**src/dsc_pkg.sv**
```systemverilog
// Shared types and constants for the divisor sum classifier.
// No dependencies; imported by dsc_if, dsc_datapath, dsc_ctrl and divisor_sum_classifier.
`timescale 1ns / 1ps

package dsc_pkg;

	localparam int VALUE_BITS_DEF = 16;
	localparam int ALIQUOT_BITS   = 18;
	localparam logic [ALIQUOT_BITS-1:0] ALIQUOT_MAX = '1;

	typedef enum logic [1:0] {
		CLASS_DEFICIENT = 2'd0,
		CLASS_PERFECT   = 2'd1,
		CLASS_ABUNDANT  = 2'd2
	} class_t;

	// what a multiply result is written back to
	typedef enum logic [1:0] {
		MUL_POWER = 2'd0,  // power term times divisor, plus one
		MUL_SIGMA = 2'd1,  // divisor sum times power term
		MUL_LEFT  = 2'd2   // divisor sum times (leftover + 1)
	} mul_sel_t;

	typedef struct packed {
		logic     load;
		logic     div_start;
		logic     div_apply;
		logic     mul_start;
		mul_sel_t mul_sel;
		logic     mul_wb;
		logic     res_load;
	} dsc_cmd_t;

	typedef struct packed {
		logic div_busy;
		logic mul_busy;
		logic rem_zero;
		logic dsq_gt;
		logic left_gt1;
		logic n_zero;
	} dsc_status_t;

endpackage

```
**src/dsc_if.sv**
```systemverilog
// Valid/ready channel interfaces for the value and result items.
// Depends on dsc_pkg for the result field widths.
`timescale 1ns / 1ps

interface dsc_value_if #(
	parameter int VALUE_BITS = 16
);
	logic                  valid;
	logic                  ready;
	logic [VALUE_BITS-1:0] value;

	modport source (output valid, output value, input ready);
	modport sink   (input valid, input value, output ready);
endinterface

interface dsc_result_if
	import dsc_pkg::*;
();
	logic                    valid;
	logic                    ready;
	logic [1:0]              number_class;
	logic [ALIQUOT_BITS-1:0] aliquot_sum;

	modport source (output valid, output number_class, output aliquot_sum, input ready);
	modport sink   (input valid, input number_class, input aliquot_sum, output ready);
endinterface

```
**src/dsc_divider.sv**
```systemverilog
// Restoring divider, one quotient bit per cycle.
// Depends on nothing; used by dsc_datapath.
`timescale 1ns / 1ps

module dsc_divider #(
	parameter int VB = 16,
	parameter int DB = 9
) (
	input  logic          clk,
	input  logic          arst_n,
	input  logic          start,
	input  logic [VB-1:0] dividend,
	input  logic [DB-1:0] divisor,
	output logic          busy,
	output logic [VB-1:0] quotient,
	output logic [DB-1:0] remainder
);

	localparam int CW = $clog2(VB + 1);

	logic          busy_q;
	logic [CW-1:0] cnt_q;
	logic [VB-1:0] q_q;
	logic [DB-1:0] r_q;
	logic [DB-1:0] d_q;
	logic [DB:0]   r_sh;
	logic          ge;

	assign r_sh = {r_q, q_q[VB-1]};
	assign ge   = r_sh >= {1'b0, d_q};

	always_ff @(posedge clk or negedge arst_n) begin
		if (!arst_n) begin
			busy_q <= 1'b0;
			cnt_q  <= '0;
		end else if (start) begin
			busy_q <= 1'b1;
			cnt_q  <= CW'(VB);
		end else if (busy_q) begin
			cnt_q  <= cnt_q - CW'(1);
			busy_q <= cnt_q != CW'(1);
		end
	end

	always_ff @(posedge clk) begin
		if (start) begin
			q_q <= dividend;
			r_q <= '0;
			d_q <= divisor;
		end else if (busy_q) begin
			q_q <= {q_q[VB-2:0], ge};
			r_q <= ge ? DB'(r_sh - {1'b0, d_q}) : DB'(r_sh);
		end
	end

	assign busy      = busy_q;
	assign quotient  = q_q;
	assign remainder = r_q;

endmodule

```
**src/dsc_multiplier.sv**
```systemverilog
// Shift-add multiplier; it stops once no set bit of the second operand remains.
// Depends on nothing; used by dsc_datapath. Product is kept to W bits.
`timescale 1ns / 1ps

module dsc_multiplier #(
	parameter int W = 19
) (
	input  logic         clk,
	input  logic         arst_n,
	input  logic         start,
	input  logic [W-1:0] a,
	input  logic [W-1:0] b,
	output logic         busy,
	output logic [W-1:0] product
);

	logic         busy_q;
	logic [W-1:0] a_q;
	logic [W-1:0] b_q;
	logic [W-1:0] acc_q;

	always_ff @(posedge clk or negedge arst_n) begin
		if (!arst_n) begin
			busy_q <= 1'b0;
		end else if (start) begin
			busy_q <= 1'b1;
		end else if (busy_q && (b_q >> 1) == '0) begin
			busy_q <= 1'b0;
		end
	end

	always_ff @(posedge clk) begin
		if (start) begin
			a_q   <= a;
			b_q   <= b;
			acc_q <= '0;
		end else if (busy_q) begin
			if (b_q[0]) begin
				acc_q <= acc_q + a_q;
			end
			a_q <= a_q << 1;
			b_q <= b_q >> 1;
		end
	end

	assign busy    = busy_q;
	assign product = acc_q;

endmodule

```
**src/dsc_datapath.sv**
```systemverilog
// Datapath: factoring registers, divider, multiplier and the result register.
// Depends on dsc_pkg, dsc_divider and dsc_multiplier.
`timescale 1ns / 1ps

module dsc_datapath
	import dsc_pkg::*;
#(
	parameter int VALUE_BITS = VALUE_BITS_DEF
) (
	input  logic                    clk,
	input  logic                    arst_n,
	input  dsc_cmd_t                cmd,
	output dsc_status_t             status,
	input  logic [VALUE_BITS-1:0]   value,
	output logic [1:0]              number_class,
	output logic [ALIQUOT_BITS-1:0] aliquot_sum
);

	localparam int VB = VALUE_BITS;
	localparam int DB = (VB + 1) / 2 + 1;   // trial divisor
	localparam int SB = 2 * DB;             // divisor squared
	localparam int AB = VB + 3;             // sigma(n) < 8n over the whole range
	localparam int CB = (AB > ALIQUOT_BITS) ? AB : ALIQUOT_BITS;

	logic [VB-1:0] n_q;
	logic [VB-1:0] rem_q;
	logic [DB-1:0] d_q;
	logic [SB-1:0] dsq_q;
	logic [AB-1:0] sigma_q;
	logic [AB-1:0] pt_q;
	mul_sel_t      sel_q;
	class_t        class_q;
	logic [ALIQUOT_BITS-1:0] aliq_q;

	logic          div_busy;
	logic [VB-1:0] quot;
	logic [DB-1:0] rmd;
	logic          mul_busy;
	logic [AB-1:0] mul_a;
	logic [AB-1:0] mul_b;
	logic [AB-1:0] prod;

	logic [AB-1:0] aliq_full;
	logic [CB-1:0] aliq_ext;
	logic [CB-1:0] n_ext;
	class_t        class_d;
	logic [ALIQUOT_BITS-1:0] aliq_d;

	dsc_divider #(.VB(VB), .DB(DB)) u_div (
		.clk       (clk),
		.arst_n    (arst_n),
		.start     (cmd.div_start),
		.dividend  (rem_q),
		.divisor   (d_q),
		.busy      (div_busy),
		.quotient  (quot),
		.remainder (rmd)
	);

	always_comb begin
		unique case (cmd.mul_sel)
			MUL_POWER: begin
				mul_a = pt_q;
				mul_b = AB'(d_q);
			end
			MUL_SIGMA: begin
				mul_a = sigma_q;
				mul_b = pt_q;
			end
			MUL_LEFT: begin
				mul_a = sigma_q;
				mul_b = AB'(rem_q) + AB'(1);
			end
			default: begin
				mul_a = sigma_q;
				mul_b = pt_q;
			end
		endcase
	end

	dsc_multiplier #(.W(AB)) u_mul (
		.clk     (clk),
		.arst_n  (arst_n),
		.start   (cmd.mul_start),
		.a       (mul_a),
		.b       (mul_b),
		.busy    (mul_busy),
		.product (prod)
	);

	always_ff @(posedge clk) begin
		if (cmd.load) begin
			n_q     <= value;
			rem_q   <= value;
			d_q     <= DB'(2);
			dsq_q   <= SB'(4);
			sigma_q <= AB'(1);
			pt_q    <= AB'(1);
		end else begin
			if (cmd.div_apply) begin
				rem_q <= quot;
			end
			if (cmd.mul_start) begin
				sel_q <= cmd.mul_sel;
			end
			if (cmd.mul_wb) begin
				unique case (sel_q)
					MUL_POWER: pt_q <= prod + AB'(1);
					MUL_SIGMA: begin
						sigma_q <= prod;
						pt_q    <= AB'(1);
						d_q     <= d_q + DB'(1);
						// (d+1)^2 = d^2 + 2d + 1
						dsq_q   <= dsq_q + SB'({d_q, 1'b0}) + SB'(1);
					end
					MUL_LEFT:  sigma_q <= prod;
					default:   sigma_q <= sigma_q;
				endcase
			end
		end
	end

	// aliquot sum, class decided on the exact sum, output saturated
	assign aliq_full = sigma_q - AB'(n_q);
	assign aliq_ext  = CB'(aliq_full);
	assign n_ext     = CB'(n_q);

	always_comb begin
		if (n_q == '0) begin
			class_d = CLASS_DEFICIENT;
			aliq_d  = '0;
		end else begin
			if (aliq_ext == n_ext) begin
				class_d = CLASS_PERFECT;
			end else if (aliq_ext < n_ext) begin
				class_d = CLASS_DEFICIENT;
			end else begin
				class_d = CLASS_ABUNDANT;
			end
			aliq_d = (aliq_ext > CB'(ALIQUOT_MAX)) ? ALIQUOT_MAX : ALIQUOT_BITS'(aliq_ext);
		end
	end

	always_ff @(posedge clk) begin
		if (cmd.res_load) begin
			class_q <= class_d;
			aliq_q  <= aliq_d;
		end
	end

	assign status.div_busy = div_busy;
	assign status.mul_busy = mul_busy;
	assign status.rem_zero = rmd == '0;
	assign status.dsq_gt   = dsq_q > SB'(rem_q);
	assign status.left_gt1 = rem_q > VB'(1);
	assign status.n_zero   = n_q == '0;

	assign number_class = class_q;
	assign aliquot_sum  = aliq_q;

`ifndef NO_ASSERTIONS
	a_div_start_idle: assert property (@(posedge clk) disable iff (!arst_n)
		cmd.div_start |-> !div_busy)
		else $error("divider restarted while busy");
	a_mul_start_idle: assert property (@(posedge clk) disable iff (!arst_n)
		cmd.mul_start |-> !mul_busy && !div_busy)
		else $error("multiplier started while a unit is busy");
`endif

endmodule

```
**src/dsc_ctrl.sv**
```systemverilog
// Controller: sequences trial division, multiplies and the result handshake.
// Depends on dsc_pkg; drives dsc_datapath through dsc_cmd_t.
`timescale 1ns / 1ps

module dsc_ctrl
	import dsc_pkg::*;
(
	input  logic        clk,
	input  logic        arst_n,
	input  logic        in_valid,
	output logic        in_ready,
	output logic        out_valid,
	input  logic        out_ready,
	input  dsc_status_t status,
	output dsc_cmd_t    cmd
);

	typedef enum logic [6:0] {
		ST_IDLE     = 7'b0000001,
		ST_CHECK    = 7'b0000010,
		ST_DIV      = 7'b0000100,
		ST_MUL_POW  = 7'b0001000,
		ST_MUL_SIG  = 7'b0010000,
		ST_MUL_LEFT = 7'b0100000,
		ST_FINISH   = 7'b1000000
	} state_t;

	state_t state_q;
	state_t state_d;
	logic   out_valid_q;

	always_comb begin
		state_d = state_q;
		cmd     = '0;
		cmd.mul_sel = MUL_SIGMA;
		unique case (state_q)
			ST_IDLE: begin
				if (in_valid) begin
					cmd.load = 1'b1;
					state_d  = ST_CHECK;
				end
			end
			ST_CHECK: begin
				if (status.n_zero) begin
					state_d = ST_FINISH;
				end else if (status.dsq_gt) begin
					if (status.left_gt1) begin
						cmd.mul_start = 1'b1;
						cmd.mul_sel   = MUL_LEFT;
						state_d       = ST_MUL_LEFT;
					end else begin
						state_d = ST_FINISH;
					end
				end else begin
					cmd.div_start = 1'b1;
					state_d       = ST_DIV;
				end
			end
			ST_DIV: begin
				if (!status.div_busy) begin
					cmd.mul_start = 1'b1;
					if (status.rem_zero) begin
						// divides: keep the quotient, extend the power term
						cmd.div_apply = 1'b1;
						cmd.mul_sel   = MUL_POWER;
						state_d       = ST_MUL_POW;
					end else begin
						cmd.mul_sel = MUL_SIGMA;
						state_d     = ST_MUL_SIG;
					end
				end
			end
			ST_MUL_POW: begin
				if (!status.mul_busy) begin
					cmd.mul_wb    = 1'b1;
					cmd.div_start = 1'b1;
					state_d       = ST_DIV;
				end
			end
			ST_MUL_SIG: begin
				if (!status.mul_busy) begin
					cmd.mul_wb = 1'b1;
					state_d    = ST_CHECK;
				end
			end
			ST_MUL_LEFT: begin
				if (!status.mul_busy) begin
					cmd.mul_wb = 1'b1;
					state_d    = ST_FINISH;
				end
			end
			ST_FINISH: begin
				if (!out_valid_q || out_ready) begin
					cmd.res_load = 1'b1;
					state_d      = ST_IDLE;
				end
			end
			default: state_d = ST_IDLE;
		endcase
	end

	always_ff @(posedge clk or negedge arst_n) begin
		if (!arst_n) begin
			state_q     <= ST_IDLE;
			out_valid_q <= 1'b0;
		end else begin
			state_q <= state_d;
			if (cmd.res_load) begin
				out_valid_q <= 1'b1;
			end else if (out_ready) begin
				out_valid_q <= 1'b0;
			end
		end
	end

	assign in_ready  = state_q == ST_IDLE;
	assign out_valid = out_valid_q;

`ifndef NO_ASSERTIONS
	a_no_overwrite: assert property (@(posedge clk) disable iff (!arst_n)
		cmd.res_load |-> !out_valid_q || out_ready)
		else $error("pending result item overwritten");
	a_idle_units: assert property (@(posedge clk) disable iff (!arst_n)
		state_q == ST_IDLE |-> !status.div_busy && !status.mul_busy)
		else $error("arithmetic unit busy while idle");
`endif

endmodule

```
**src/divisor_sum_classifier.sv**
```systemverilog
// Divisor sum classifier: takes a value item, returns its aliquot sum and class.
// Usage: "values" is a valid/ready sink carrying one VALUE_BITS-wide value per item;
// "results" is a valid/ready source carrying number_class (0 deficient,
// 1 perfect, 2 abundant) and aliquot_sum (18 bits, saturating), one per value.
// The value is factored by trial divisors 2, 3, ... while d*d <= remaining.
// Each trial takes one division through the restoring divider, one shift-add
// multiply and one check state; every repeated prime factor adds one more
// division and a multiply by the divisor. A value of 16 bits does worst as a
// prime above 65025, which takes 254 trials. One value is worked on at a
// time; values.ready is high only when no item is in progress. The result
// sits in an output register: the next value is taken while it waits, and if
// results.ready is low when the next result is done, the block holds in its
// final state until the register frees up.
// Reset (arst_n low) clears the controller and drops any pending result.
// Depends on dsc_pkg, dsc_if, dsc_ctrl and dsc_datapath.
`timescale 1ns / 1ps

module divisor_sum_classifier
	import dsc_pkg::*;
#(
	parameter int VALUE_BITS = VALUE_BITS_DEF
) (
	input  logic         clk,
	input  logic         arst_n,
	dsc_value_if.sink    values,
	dsc_result_if.source results
);

	dsc_cmd_t    cmd;
	dsc_status_t status;

	dsc_ctrl u_ctrl (
		.clk       (clk),
		.arst_n    (arst_n),
		.in_valid  (values.valid),
		.in_ready  (values.ready),
		.out_valid (results.valid),
		.out_ready (results.ready),
		.status    (status),
		.cmd       (cmd)
	);

	dsc_datapath #(.VALUE_BITS(VALUE_BITS)) u_dp (
		.clk          (clk),
		.arst_n       (arst_n),
		.cmd          (cmd),
		.status       (status),
		.value        (values.value),
		.number_class (results.number_class),
		.aliquot_sum  (results.aliquot_sum)
	);

endmodule
```
**src/flat_wrapper.sv**
```systemverilog
// flat-port wrapper written by rule: the top's interface ports become plain ports
module divisor_sum_classifier_flat import dsc_pkg::*;
#(
	parameter int VALUE_BITS = VALUE_BITS_DEF
)
  (clk, arst_n, values_valid, values_value, values_ready, results_valid, results_number_class, results_aliquot_sum, results_ready);
  dsc_value_if #(.VALUE_BITS(VALUE_BITS)) values_i ();
  dsc_result_if results_i ();
  input  logic clk;
  input  logic arst_n;
  input wire logic [$bits(values_i.valid)-1:0] values_valid;
  input wire logic [$bits(values_i.value)-1:0] values_value;
  output wire logic [$bits(values_i.ready)-1:0] values_ready;
  output wire logic [$bits(results_i.valid)-1:0] results_valid;
  output wire logic [$bits(results_i.number_class)-1:0] results_number_class;
  output wire logic [$bits(results_i.aliquot_sum)-1:0] results_aliquot_sum;
  input wire logic [$bits(results_i.ready)-1:0] results_ready;
  assign values_i.valid = values_valid;
  assign values_i.value = values_value;
  assign values_ready = values_i.ready;
  assign results_valid = results_i.valid;
  assign results_number_class = results_i.number_class;
  assign results_aliquot_sum = results_i.aliquot_sum;
  assign results_i.ready = results_ready;
  divisor_sum_classifier #(.VALUE_BITS(VALUE_BITS)) u_core (.clk(clk), .arst_n(arst_n), .values(values_i), .results(results_i));
endmodule
```
**config.mk**
```make
export PLATFORM = sky130hd
export DESIGN_NAME = divisor_sum_classifier_flat
export DESIGN_NICKNAME = d
export VERILOG_FILES = /design/src/dsc_pkg.sv /design/src/dsc_if.sv /design/src/dsc_divider.sv /design/src/dsc_multiplier.sv /design/src/dsc_datapath.sv /design/src/dsc_ctrl.sv /design/src/divisor_sum_classifier.sv /design/src/flat_wrapper.sv
export SDC_FILE = /design/constraint.sdc
export NUM_CORES = 1
export LEC_CHECK = 0
export BUFFER_PORTS_ARGS = -buffer_cell sky130_fd_sc_hd__clkbuf_2
export CAP_MARGIN = 40
export CELL_PAD_IN_SITES_DETAIL_PLACEMENT = 0
export CELL_PAD_IN_SITES_GLOBAL_PLACEMENT = 1
export CORE_ASPECT_RATIO = 0.75
export CORE_MARGIN = 1.5
export CORE_UTILIZATION = 51
export CTS_BUF_LIST = sky130_fd_sc_hd__clkbuf_8
export CTS_CLUSTER_DIAMETER = 120
export DETAILED_ROUTE_END_ITERATION = 10
export PLACE_DENSITY = 0.93
export REMOVE_ABC_BUFFERS = 1
export SKIP_LAST_GASP = 1
export SYNTH_ARGS = -nofsm -noshare
export SYNTH_HDL_FRONTEND = slang
export SYNTH_SLANG_ARGS = --single-unit
```
**constraint.sdc**
```tcl
create_clock -name clk -period 4.29 [get_ports clk]
set_clock_uncertainty 0.2 [all_clocks]
set_input_delay 0.6435 -clock clk [delete_from_list [all_inputs] [get_ports clk]]
set_output_delay 0.6435 -clock clk [all_outputs]
set_load 0.005 [all_outputs]
```
# Word level (Yosys, flattened, before mapping)
# Index checks and enable logic that the tools add are counted.
dict set report totals {
  register_bits 225
  inputBits 20
  out_inout_bits 22
}
dict set report classes {
  addsub 9
  magnitude_cmp 5
  eq_ne 18
  mux 51
  bitwise 1
  n_reduce_logical 23
}
# cell n
set ops {}
lappend ops {{$mux W19} 5}
lappend ops {{$pmux W19 S2} 2}
lappend ops {{$mux W16} 4}
lappend ops {{$mux W7} 9}
lappend ops {{$pmux W7 S7} 1}
lappend ops {{$add A19 B1 Y19 const B} 1}
lappend ops {{$add A19 B19 Y19} 1}
lappend ops {{$eq A19 B16 Y1} 1}
lappend ops {{$gt A19 B18 Y1 const B} 1}
lappend ops {{$logic_not A19 Y1} 1}
lappend ops {{$lt A19 B16 Y1} 1}
lappend ops {{$sub A19 B16 Y19} 1}
lappend ops {{$add A18 B1 Y18 const B} 1}
lappend ops {{$add A18 B10 Y18} 1}
lappend ops {{$gt A18 B16 Y1} 1}
lappend ops {{$mux W1} 18}
lappend ops {{$mux W18} 1}
lappend ops {{$add A16 B1 Y17 const B} 1}
lappend ops {{$gt A16 B1 Y1 const B} 1}
lappend ops {{$logic_not A16 Y1} 1}
lappend ops {{$mux W5} 3}
lappend ops {{$ne A2 B2 Y1 const B} 6}
lappend ops {{$reduce_bool A2 Y1} 6}
lappend ops {{$ge A10 B9 Y1} 1}
lappend ops {{29 further kinds} 38}

# Longest topological paths before layout
# Gate-level depths: netlist of run 1.
dict set report depth {
  word_depth 8
  depth_mapped 18
  ltp_nobuf 18
}

# By module
# From an unflattened synthesis of run 1, not the netlist that was laid out.
dict set report hier_totals {
  cells_unflattened 1439
  hier_area_um2 13756.9
}
# mod n_inst cells_per_inst area_each_um2
set by_module_without_submodules {}
lappend by_module_without_submodules {dsc_datapath 1 862 7636.1}
lappend by_module_without_submodules {dsc_multiplier 1 316 3343.2}
lappend by_module_without_submodules {dsc_divider 1 181 2124.5}
lappend by_module_without_submodules {dsc_ctrl 1 80 653.1}

# Worst setup path before layout of run 1
# No wires, ideal clock.
dict set report synth_timing {
  path_type {reg-to-reg}
  startpoint {register u_core.u_ctrl.state_q[3]}
  endpoint {register u_core.u_dp.u_mul.a_q[0] (enable)}
  setup_time_ns 0.401
  arrival_ns 3.057
  required_ns 3.689
  path_slack_ns 0.632
  path_stages_with_launch 8
  n_path_buf 1
  cell_sequence {dfrtp_1 > or4_4 > or4b_4 > nor2_1 > nand2_1 > o22ai_2 > buf_2 > nand2b_1}
}
dict set report synth_via {
  elab_chain_cells 3
}
# item line_no
set synth_lines {}
lappend synth_lines {{from (decl)} dsc_ctrl.sv:28} ;# state_t state_q;
lappend synth_lines {{from (signal assigned)} dsc_ctrl.sv:107} ;# state_q <= state_d;
lappend synth_lines {{$eq A7 B3 Y1 / $eq A7 B2 Y1 (equally long branches)} dsc_ctrl.sv:36} ;# unique case (state_q)
lappend synth_lines {{$pmux W3 S2 *} dsc_ctrl.sv:36}
lappend synth_lines {{$reduce_bool A2 Y1 (no line) *} --}
lappend synth_lines {{to (signal assigned)} dsc_multiplier.sv:41} ;# a_q <= a_q << 1;
lappend synth_lines {{to (decl)} dsc_multiplier.sv:18} ;# logic [W-1:0] a_q;
# Every way passes the cells marked *; elsewhere a longest branch is shown, timed or not.
# A chain may end at the register's enable or synchronous reset.

# Worst setup path after layout of run 1
dict set report layout_timing {
  startpoint {register u_core.u_dp.n_q[0]}
  endpoint {register u_core.u_dp.class_q[1], in the netlist u_core.u_dp.number_class[1] (data pin)}
}
dict set report layout_via {
  elab_chain_cells 3
}
# item line_no
set layout_lines {}
lappend layout_lines {{from (decl)} dsc_datapath.sv:25} ;# logic [VB-1:0] n_q;
lappend layout_lines {{from (signal assigned)} dsc_datapath.sv:93} ;# n_q <= value;
lappend layout_lines {{$sub A19 B16 Y19} dsc_datapath.sv:124} ;# assign aliq_full = sigma_q - AB'(n_q);
lappend layout_lines {{$lt A19 B16 Y1 / $eq A19 B16 Y1 (equally long branches)} {dsc_datapath.sv:135, dsc_datapath.sv:133}}
lappend layout_lines {{$mux W2 / $reduce_or A2 Y1 (equally long branches)} --}
lappend layout_lines {{to (signal assigned)} dsc_datapath.sv:146} ;# class_q <= class_d;
lappend layout_lines {{to (decl)} dsc_datapath.sv:32} ;# class_t class_q;
# Several ways; a longest one is shown, not always the timed one.

==> results of run 1 <==
==> metal layers <==
layer,track usage [%],vias to the layer above,share of wire [%]
met3,4.54,47,8.6
li1,-,5272,-
met5,0,-,0
met4,6.02,0,1.7
met1,39.7,5201,49
met2,36.1,447,40
==> flip-flops by register name (all words and copies together), names as in the netlist, 5 cells and up <==
| name | count |
|---|---|
| u_core.u_dp.pt_q | 19 |
| u_core.u_dp.sigma_q | 19 |
| u_core.u_dp.u_mul.a_q | 19 |
| u_core.u_dp.u_mul.b_q | 19 |
| u_core.u_dp.u_mul.product | 19 |
| u_core.u_dp.aliquot_sum | 18 |
| u_core.u_dp.dsq_q | 18 |
| u_core.u_dp.n_q | 16 |
| u_core.u_dp.rem_q | 16 |
| u_core.u_dp.u_div.quotient | 16 |
| u_core.u_dp.d_q | 9 |
| u_core.u_dp.u_div.d_q | 9 |
| u_core.u_dp.u_div.remainder | 9 |
| u_core.u_ctrl.state_q | 7 |
| u_core.u_dp.u_div.cnt_q | 5 |
==> final timing paths <==
| check | depth (start not counted) | startpoint | to | slack, ns |
|---|---|---|---|---|
| worst min register to register | 2 | u_core.u_dp.sigma_q[4] | u_core.u_dp.sigma_q[4] | 0.29 |
| worst max-delay path | 17 | u_core.u_dp.n_q[0] | u_core.u_dp.number_class[1] | 0.42 |
| min in group asynchronous | 2 | arst_n | u_core.u_ctrl.state_q[3] | 0.34 |
| worst min-delay path | 1 | values_value[9] | u_core.u_dp.n_q[9] | 0.11 |
| max in group asynchronous | 2 | arst_n | u_core.u_ctrl.state_q[0] | 3.23 |
| worst max register to register | 17 | u_core.u_dp.n_q[0] | u_core.u_dp.number_class[1] | 0.42 |
==> cell usage after synthesis (all sizes together) (15+ instances only) <==
| cell | n | area, sq um |
|---|---|---|
| nand2 | 202 | 758 |
| nor2 | 132 | 514 |
| edfxtp | 117 | 3510 |
| a21oi | 99 | 495 |
| inv | 95 | 357 |
| dfxtp | 93 | 1860 |
| ha | 93 | 1160 |
| nand3 | 62 | 310 |
| o21ai | 49 | 249 |
| xnor2 | 48 | 428 |
| a31oi | 40 | 250 |
| clkbuf | 40 | 151 |
| xor2 | 32 | 280 |
| nor3 | 29 | 145 |
| a21o | 28 | 210 |
| a22oi | 24 | 180 |
| nand4 | 21 | 138 |
| buf | 19 | 111 |
| mux2 | 17 | 191 |
| and3 | 15 | 93.8 |
| nor4 | 15 | 93.8 |
==> kinds of logic (layout without fill, tap and decap cells) <==
family | after synthesis | after routing
DFF | 225 | 225
adders and majority gates | 97 | 97
xor gates and xnor gates | 80 | 80
and+or+nand+nor | 543 | 543
buffers and inverters | 154 | 230
muxes | 20 | 20
AOI/OAI and AO/OA | 327 | 327
==> worst reg2reg max path, cell delays in order (launching register included) <==
cell	delay, ns
edfxtp_1	0.47
ha_1	0.24
inv_1	0.08
fa_1	0.24
a211oi_1	0.11
o21a_1	0.22
o31ai_1	0.42
o21ai_0	0.23
o21a_1	0.24
xnor2_1	0.19
inv_1	0.07
ha_1	0.28
nand4_1	0.10
nor2_1	0.15
nand2_1	0.08
o21a_1	0.10
o21ai_0	0.07
a31oi_1	0.10
==> stage by stage <==
stage / hold slack [ns] / TNS (ns) / setup WS (ns) / total power [uW] / utilization (%)
4_1_cts: 0.0837 / 0 / 0.396 / 9620 / 57.9
3_5_place_dp: 0.285 / 0 / 0.430 / 7570 / 54.7
3_3_place_gp: 0.275 / 0 / 0.556 / 7420 / 54.6
2_1_floorplan: 0.148 / -54.57 / -1.23 / 6390 / -
6_report: 0.111 / 0 / 0.419 / 9670 / 57.9
5_1_grt: 0.0959 / 0 / 0.0408 / 10300 / 57.9
==> timing repair <==
item / CTS / global route
hold endpoints to repair: 14 / 0
hold buffers: 1 / 0
gates resized for setup: 0 / 0
==> power by group <==
part           internal, uW  switching, uW  leakage [uW]
Clock                  1100            911      0.000458
Sequential             3080            603       0.00207
Combinational          1660           2310       0.00353
==> layout make-up <==
type	count	area share, %
multi-input combinational	1067	46.7
sequential	225	39.5
clock buffer	46	4.35
timing repair buffer	66	2.94
tap	338	2.90
inverter	95	2.45
clock inverter	23	1.14
==> results.sh, run 1 <==
export IMPL_outcome="completed"
export IMPL_initial_utilization_pct=52.3
export IMPL_fp_dieH_um=142
export IMPL_clk_pin_slew_ns=0.06
export IMPL_worstPathMaxFanout=4
export IMPL_antenna_found_initial=0
export IMPL_placed_area_sq_mm=0.0138
export IMPL_drt_total_wl_um=33700
export IMPL_diodes=0
export IMPL_grt_pass1_wl_um=54300
export IMPL_synth_cell_types=76
export IMPL_grt_overflow=0
export IMPL_synth_compound_area_share_pct=15.8
export IMPL_fin_crit_sh_pct=90.2
export IMPL_ys_warn_count=0
export IMPL_clockBufferDepth=3
export IMPL_critPathSlowestCell="edfxtp_1"
export IMPL_layout_common_cells="202 x nand2_1, 129 x nor2_1, 117 x edfxtp_1, 106 x inv_1, 99 x a21oi_1"
export IMPL_viasPerCell=5.90
export IMPL_setup_viol=0
export IMPL_max_freq_ghz=0.258
export IMPL_finalCriticalPeriod_ns=3.87
export IMPL_synth_fa_ha_area_share_pct=9.46
export IMPL_path_class="flip-flop to flip-flop"
export IMPL_leakagePower_uw=0.00605
export IMPL_drtIter0Drc=1082
export IMPL_postCtsSetupBuffers=0
export IMPL_endpoint_kind="flip-flop"
export IMPL_std_cell_rows=50
export IMPL_h_tree_depth=2
export IMPL_multi_input_area_sq_mm=0.00680
export IMPL_critPathArrivalTime_ns=3.95
export IMPL_dp_cells=1790
export IMPL_final_max_slew_viol_count=0
export IMPL_vias=11000
export IMPL_cts_tree="built"
export IMPL_final_common_cell="nand2_1"
export IMPL_hold_class="primary input to flip-flop"
export IMPL_synthArstFlopShare_pct=6.67
export IMPL_synth_area_sq_mm=0.0132
export IMPL_maxCapViolations=0
export IMPL_syn_area_per_cell_sq_um=9.10
export IMPL_crit_top_cell="o21a_1"
export IMPL_critPathTopFamily="compound AO/OA/AOI/OAI gates"
export IMPL_final_hold_violation_count=0
export IMPL_root_buffer="clkbuf_8"
export IMPL_cpPeakStageDelay_ns=0.47
export IMPL_dp_hpwl_um=24600
export IMPL_port_buffers=41
export IMPL_gr_usage_all_layers_pct=25.4
export IMPL_synthFlopType="edfxtp_1"
export IMPL_cp_start_kind="flip-flop"
export IMPL_drive_gt1_share_pct=10.5
export IMPL_power_density_mw_per_mm2=664
export IMPL_drt_pass1_iterations=7
export IMPL_ir_worst_vdd_v=0.000366
export IMPL_tightest_slew_ns=0.858
export IMPL_fp_dieW_um=188
export IMPL_worstSkewPairLatency_ns=0.55
export IMPL_cp_num_buf_inv=2
export IMPL_place_congestion=0.904
export IMPL_rsz0062_at_grt="false"
export IMPL_final_area_sq_mm=0.0146
export IMPL_synth_seq_cells=225
export IMPL_wl_per_cell_um=18.1
export IMPL_synth_edf_count=117
export IMPL_fin_cells=1860
export IMPL_fill_cells=2201
export IMPL_muxShareOfSynthArea_pct=1.68
export IMPL_synth_top_family_by_area="simple AND/OR/NAND/NOR gates"
export IMPL_io_pins=42
export IMPL_grt_max_degree=99
export IMPL_synthCells=1446
export IMPL_fin_nets=1610
export IMPL_crit_chain="ha_1 > inv_1 > fa_1 > a211oi_1 > o21a_1 > o31ai_1 > o21ai_0 > o21a_1 > xnor2_1 > inv_1 > ha_1 > nand4_1 > nor2_1 > nand2_1 > o21a_1 > o21ai_0 > a31oi_1"
export IMPL_critPathRequiredTime_ns=4.37
export IMPL_maxSlewHeadroom_pct=42.6
export IMPL_core_area_sq_mm=0.0251
export IMPL_dieArea_sq_mm=0.0268
export IMPL_synth_xor_area_share_pct=5.38
export IMPL_drc=0
export IMPL_cts_inserted_buffers=38
export IMPL_grt_pass1_vias=10100
export IMPL_synthSimpleGateAreaFrac_pct=19.2
export IMPL_clkSinkCount=225
export IMPL_area_growth_pct=10.7
export IMPL_yosysSeqAreaShare_pct=43.7
export IMPL_ant_nets=0
export IMPL_regArea_sq_mm=0.00575
Note: power is estimated with default switching activity, not from simulation.
==> inputs of run 2 (changes only) <==
--- a/config.mk
+++ b/config.mk
@@ -12,7 +12,7 @@
 export CORE_ASPECT_RATIO = 0.75
 export CORE_MARGIN = 1.5
 export CORE_UTILIZATION = 51
-export CTS_BUF_LIST = sky130_fd_sc_hd__clkbuf_8
+export CTS_BUF_LIST = sky130_fd_sc_hd__clkbuf_4
 export CTS_CLUSTER_DIAMETER = 120
 export DETAILED_ROUTE_END_ITERATION = 10
 export PLACE_DENSITY = 0.93
==> results.sh, run 2 (synthesis gave the netlist of run 1 again) <==
export IMPL_outcome="completed"
export IMPL_layout_common_cells="202 x nand2_1, 129 x nor2_1, 117 x edfxtp_1, 99 x a21oi_1, 94 x inv_1"
export IMPL_cts_tree="built"
export IMPL_ir_worst_vdd_v=0.000313
export IMPL_fp_dieH_um=142
export IMPL_p_comb_share_pct=41.7
export IMPL_root_buffer="clkbuf_4"
export IMPL_worst_slack_ns=0.369
export IMPL_final_hold_violation_count=0
export IMPL_maxCapViolations=0
export IMPL_grt_pass1_vias=10300
export IMPL_h_tree_depth=2
export IMPL_drc=0
export IMPL_antenna_found_initial=1
export IMPL_hold_class="primary input to flip-flop"
export IMPL_critPathSlowestCell="edfxtp_1"
export IMPL_fill_cells=2228
export IMPL_core_area_sq_mm=0.0251
export IMPL_rsz0062_at_grt="false"
export IMPL_cp_num_buf_inv=2
export IMPL_grt_overflow=0
export IMPL_area_growth_pct=11.6
export IMPL_drt_pass1_iterations=5
export IMPL_fin_crit_sh_pct=91.4
export IMPL_cts_inserted_buffers=55
export IMPL_power_switching_uw=3830
export IMPL_crit_chain="ha_1 > inv_1 > fa_1 > a211oi_1 > o21a_1 > o31ai_1 > o21ai_0 > o21a_1 > xnor2_1 > inv_1 > ha_1 > nand4_1 > nor2_1 > nand2_1 > o21a_1 > o21ai_0 > a31oi_1"
export IMPL_drt_total_wl_um=34200
export IMPL_power_density_mw_per_mm2=648
export IMPL_ant_nets=0
export IMPL_tightest_slew_ns=0.867
export IMPL_io_pins=42
export IMPL_place_congestion=0.904
export IMPL_setup_viol=0
export IMPL_port_buffers=41
export IMPL_dieArea_sq_mm=0.0268
export IMPL_final_common_cell="nand2_1"
export IMPL_final_max_slew_viol_count=0
export IMPL_holdWs_ns=0.0690
export IMPL_total_power_uw=9500
export IMPL_fp_dieW_um=188
export IMPL_cp_start_kind="flip-flop"
export IMPL_leakagePower_uw=0.00611
export IMPL_critPathTopFamily="compound AO/OA/AOI/OAI gates"
export IMPL_wl_per_cell_um=17.9
export IMPL_power_frac_seq_pct=38.7
export IMPL_critPathArrivalTime_ns=4.16
export IMPL_path_class="flip-flop to flip-flop"
export IMPL_fin_tns_setup_ns=0
export IMPL_clk_pin_slew_ns=0.07
export IMPL_finalCriticalPeriod_ns=3.92
export IMPL_cts_hold_buf=18
export IMPL_regArea_sq_mm=0.00575
export IMPL_grt_pass1_wl_um=54700
export IMPL_place_ws_ns=0.430
export IMPL_final_util_pct=58.3
export IMPL_clkSinkCount=225
export IMPL_cpPeakStageDelay_ns=0.46
export IMPL_fin_nets=1644
export IMPL_clockBufferDepth=3
export IMPL_worstSkewPairLatency_ns=0.73
export IMPL_grt_max_degree=99
export IMPL_std_cell_rows=50
export IMPL_crit_top_cell="o21a_1"
export IMPL_postCtsResizedCells=0
export IMPL_gr_usage_all_layers_pct=25.7
export IMPL_multi_input_area_sq_mm=0.00680
export IMPL_internal_power_uw=5680
export IMPL_drtIter0Drc=1093
export IMPL_p_sw_share_pct=40.3
export IMPL_critPathRequiredTime_ns=4.53
export IMPL_dp_hpwl_um=24600
export IMPL_vias=11100
export IMPL_maxSlewHeadroom_pct=42.0
export IMPL_pwr_share_clk_pct=19.6
export IMPL_endpoint_kind="flip-flop"
export IMPL_initial_utilization_pct=52.3
export IMPL_worstPathMaxFanout=4
export IMPL_viasPerCell=5.80
export IMPL_drive_gt1_share_pct=12.4
export IMPL_postCtsSetupBuffers=0
export IMPL_max_freq_ghz=0.255
-- run 2: changes by cell type in the layout (fill, tap and decap cells not counted), sizes merged --
cell and delta:
bufinv -2, dlygate4sd3 +17, clkbuf +41, clkinv +8, inv -12, diode +1
-- run 2: cell type report --
type	count	area share, %
Clock buffer	87	4.45
Antenna cell	1	0.0171
Timing Repair Buffer	83	4.08
Clock inverter	17	0.588
Tap cell	338	2.88
Sequential cell	225	39.2
Inverter	95	2.43
Multi-Input combinational cell	1067	46.4
-- run 2: metrics by stage --
| step | instances | instance area, sq um |
|---|---|---|
| 5_1_grt | 1913 | 14700 |
| 6_report | 1913 | 14700 |
| 3_5_place_dp | 1790 | 13800 |
| 3_3_place_gp | 1789 | 13700 |
| 4_1_cts | 1912 | 14700 |
| 2_1_floorplan | 1387 | 12900 |
-- run 2: worst paths after layout --
kind | start | endpoint | slack (ns) | cells past startpoint
worst min-delay path | results_ready | u_core.u_ctrl.out_valid | 0.07 | 3
worst max register to register | u_core.u_dp.n_q[0] | u_core.u_dp.number_class[1] | 0.37 | 17
worst max-delay path | u_core.u_dp.n_q[0] | u_core.u_dp.number_class[1] | 0.37 | 17
worst min register to register | u_core.u_dp.sigma_q[3] | u_core.u_dp.sigma_q[3] | 0.30 | 2
min in group asynchronous | arst_n | u_core.u_ctrl.state_q[2] | 0.16 | 2
max in group asynchronous | arst_n | u_core.u_ctrl.state_q[0] | 3.40 | 2
-- run 2: per-layer routing --
metal | GRT usage (%) | part of all wire [%] | vias up
met5 | 0 | 0 | -
met4 | 6.14 | 1.7 | 0
met3 | 5.08 | 9.3 | 54
met2 | 37.0 | 41 | 439
met1 | 39.3 | 48 | 5240
li1 | - | - | 5369
-- run 2: power groups by stage --
| stage | Clock [uW] | Sequential (uW) | Combinational, uW |
|---|---|---|---|
| floorplan | 0 | 3490 | 2900 |
| global placement | 0 | 3670 | 3760 |
| detailed placement | 0 | 3690 | 3880 |
| CTS | 1890 | 3650 | 3930 |
| global route | 1990 | 3750 | 4420 |
| finish | 1860 | 3680 | 3960 |
-- run 2: worst reg2reg max path, delay by kind of cell (launching register included) --
family	cells	cell delay, ns
AND/OR/NAND/NOR	3	0.33
buffers and inverters	2	0.17
XOR/XNOR	1	0.19
AO/OA/AOI/OAI	8	1.51
flip-flops	1	0.46
adder cells (fa/ha/maj)	3	0.77
==> inputs of run 3 (changes only) <==
--- a/config.mk
+++ b/config.mk
@@ -5,16 +5,17 @@
 export SDC_FILE = /design/constraint.sdc
 export NUM_CORES = 1
 export LEC_CHECK = 0
-export BUFFER_PORTS_ARGS = -buffer_cell sky130_fd_sc_hd__clkbuf_2
 export CAP_MARGIN = 40
 export CELL_PAD_IN_SITES_DETAIL_PLACEMENT = 0
 export CELL_PAD_IN_SITES_GLOBAL_PLACEMENT = 1
 export CORE_ASPECT_RATIO = 0.75
 export CORE_MARGIN = 1.5
-export CORE_UTILIZATION = 51
+export CORE_UTILIZATION = 52
 export CTS_BUF_LIST = sky130_fd_sc_hd__clkbuf_4
 export CTS_CLUSTER_DIAMETER = 120
 export DETAILED_ROUTE_END_ITERATION = 10
+export DONT_BUFFER_PORTS = 1
+export MAX_ROUTING_LAYER = met4
 export PLACE_DENSITY = 0.93
 export REMOVE_ABC_BUFFERS = 1
 export SKIP_LAST_GASP = 1
==> results.sh, run 3 (synthesis gave the netlist of run 1 again) <==
export IMPL_wl_per_cell_um=18.1
export IMPL_critPathArrivalTime_ns=4.33
export IMPL_cp_start_kind="flip-flop"
export IMPL_dp_cells=1748
export IMPL_finalCriticalPeriod_ns=3.96
export IMPL_initial_utilization_pct=52.8
export IMPL_antenna_found_initial=1
export IMPL_drt_total_wl_um=33900
export IMPL_dp_hpwl_um=24300
export IMPL_worstSkewPairLatency_ns=0.73
export IMPL_clkSinkCount=225
export IMPL_maxCapViolations=0
export IMPL_fp_dieH_um=141
export IMPL_rsz0062_at_grt="false"
export IMPL_r2r_start="u_core.u_dp.n_q[0]"
export IMPL_cts_inserted_buffers=57
export IMPL_drc=0
export IMPL_drtIter0Drc=962
export IMPL_fp_dieW_um=187
export IMPL_hold_class="primary input to flip-flop"
export IMPL_area_growth_pct=10.3
export IMPL_reg2reg_to="u_core.u_dp.number_class[1]"
export IMPL_io_pins=42
export IMPL_core_area_sq_mm=0.0249
export IMPL_drt_pass1_iterations=6
export IMPL_grt_overflow=0
export IMPL_dieArea_sq_mm=0.0263
export IMPL_h_tree_depth=2
export IMPL_clockBufferDepth=3
export IMPL_fin_nets=1605
export IMPL_fin_cells=1874
export IMPL_power_density_mw_per_mm2=657
export IMPL_crit_start="u_core.u_dp.n_q[0]"
export IMPL_layout_common_cells="202 x nand2_1, 129 x nor2_1, 117 x edfxtp_1, 99 x a21oi_1"
export IMPL_cts_tree="built"
export IMPL_critPathRequiredTime_ns=4.65
export IMPL_viasPerCell=5.83
export IMPL_max_freq_ghz=0.252
export IMPL_final_common_cell="nand2_1"
export IMPL_endpoint="u_core.u_dp.number_class[1]"
export IMPL_leakagePower_uw=0.00596
export IMPL_final_hold_violation_count=0
export IMPL_clk_pin_slew_ns=0.07
export IMPL_vias=10900
export IMPL_rrSetupSlack_ns=0.33
export IMPL_tightest_slew_ns=0.871
export IMPL_drive_gt1_share_pct=10.5
export IMPL_postCtsResizedCells=0
export IMPL_grt_pass1_wl_um=54100
export IMPL_root_buffer="clkbuf_4"
export IMPL_worstPathMaxFanout=4
export IMPL_place_congestion=0.930
export IMPL_grt_max_degree=99
export IMPL_holdWs_ns=0.148
export IMPL_fin_crit_sh_pct=92.4
export IMPL_ant_nets=0
export IMPL_setup_viol=0
export IMPL_outcome="completed"
export IMPL_gr_usage_all_layers_pct=26.5
export IMPL_maxSlewHeadroom_pct=41.7
export IMPL_path_class="flip-flop to flip-flop"
export IMPL_endpoint_kind="flip-flop"
export IMPL_std_cell_rows=50
export IMPL_grt_pass1_vias=10000
export IMPL_ir_worst_vdd_v=0.000301
export IMPL_postCtsSetupBuffers=0
export IMPL_rr_worst_depth=17
export IMPL_final_max_slew_viol_count=0
export IMPL_port_buffers=0
-- run 3: cell count changes in the layout (fill, tap and decap cells not counted), sizes merged --
cell | before | now
buf | 24 | 23
inv | 97 | 96
clkbuf | 128 | 94
dlygate4sd3 | 18 | 19
clkinv | 15 | 11
-- run 3: power by group --
group / internal [uW] / leakage (uW) / switching, uW / total, uW
sequential: 3080 / 0.00207 / 594 / 3670
combinational: 1660 / 0.00343 / 2280 / 3930
clock: 995 / 0.000464 / 929 / 1920
-- run 3: layer usage --
metal / wire length, um / track usage (%) / share of wire (%) / vias up
met5: 0 / - / 0 / -
met4: 444 / 5.98 / 1.3 / 0
met3: 3120 / 5.25 / 9.2 / 48
met2: 14000 / 37.3 / 41 / 459
met1: 16300 / 39.0 / 48 / 5125
li1: - / - / - / 5302
-- run 3: repair_timing --
item | CTS | global route
hold buffers | 19 | 0
endpoints found under the hold margin | 50 | 0
setup endpoints to repair | 0 | 0
-- run 3: cell type report --
cell class                 count  area (sq um)
clock buffer                  94           706
timing repair buffer          42           395
clock inverter                12          68.8
fill                        2183         10400
multi-input combinational   1067          6800
tap                          338           423
sequential                   225          5750
inverter                      95           357
antenna                        1          2.50
-- run 3: metrics by stage --
stage                     setup slack, ns  setup TNS (ns)  area [sq um]  utilization, %  power [uW]
after floorplan                     -1.23          -54.57         12900               -        6390
after global placement              0.568               0         13500            54.3        7390
after detailed placement            0.429               0         13500            54.4        7520
after CTS                           0.387               0         14500            58.2        9500
after global routing               0.0683               0         14500            58.3       10200
final                               0.327               0         14500            58.3        9530
-- run 3: worst min path at each step --
| stage | slack [ns] | startpoint | cells past startpoint | endpoint |
|---|---|---|---|---|
| after floorplan | 0.15 | arst_n | 0 | u_core.u_ctrl.out_valid |
| after global placement | 0.15 | arst_n | 0 | u_core.u_dp.u_div.cnt_q[0] |
| after detailed placement | 0.15 | arst_n | 0 | u_core.u_dp.u_div.cnt_q[0] |
| after CTS | 0.11 | values_valid | 3 | u_core.u_dp.pt_q[0] |
| after global routing | 0.11 | values_valid | 3 | u_core.u_dp.pt_q[0] |
| final | 0.15 | values_valid | 3 | u_core.u_dp.sigma_q[0] |
-- run 3: critical path: stages (launching register included) --
cell and delay, ns:
edfxtp_1 0.48, ha_1 0.24, inv_1 0.09, fa_1 0.23, a211oi_1 0.11, o21a_1 0.21
o31ai_1 0.44, o21ai_0 0.24, o21a_1 0.24, xnor2_1 0.19, inv_1 0.07, ha_1 0.29
nand4_1 0.10, nor2_1 0.15, o21ai_0 0.10, a21oi_1 0.15, o21ai_0 0.12, a31oi_1 0.15
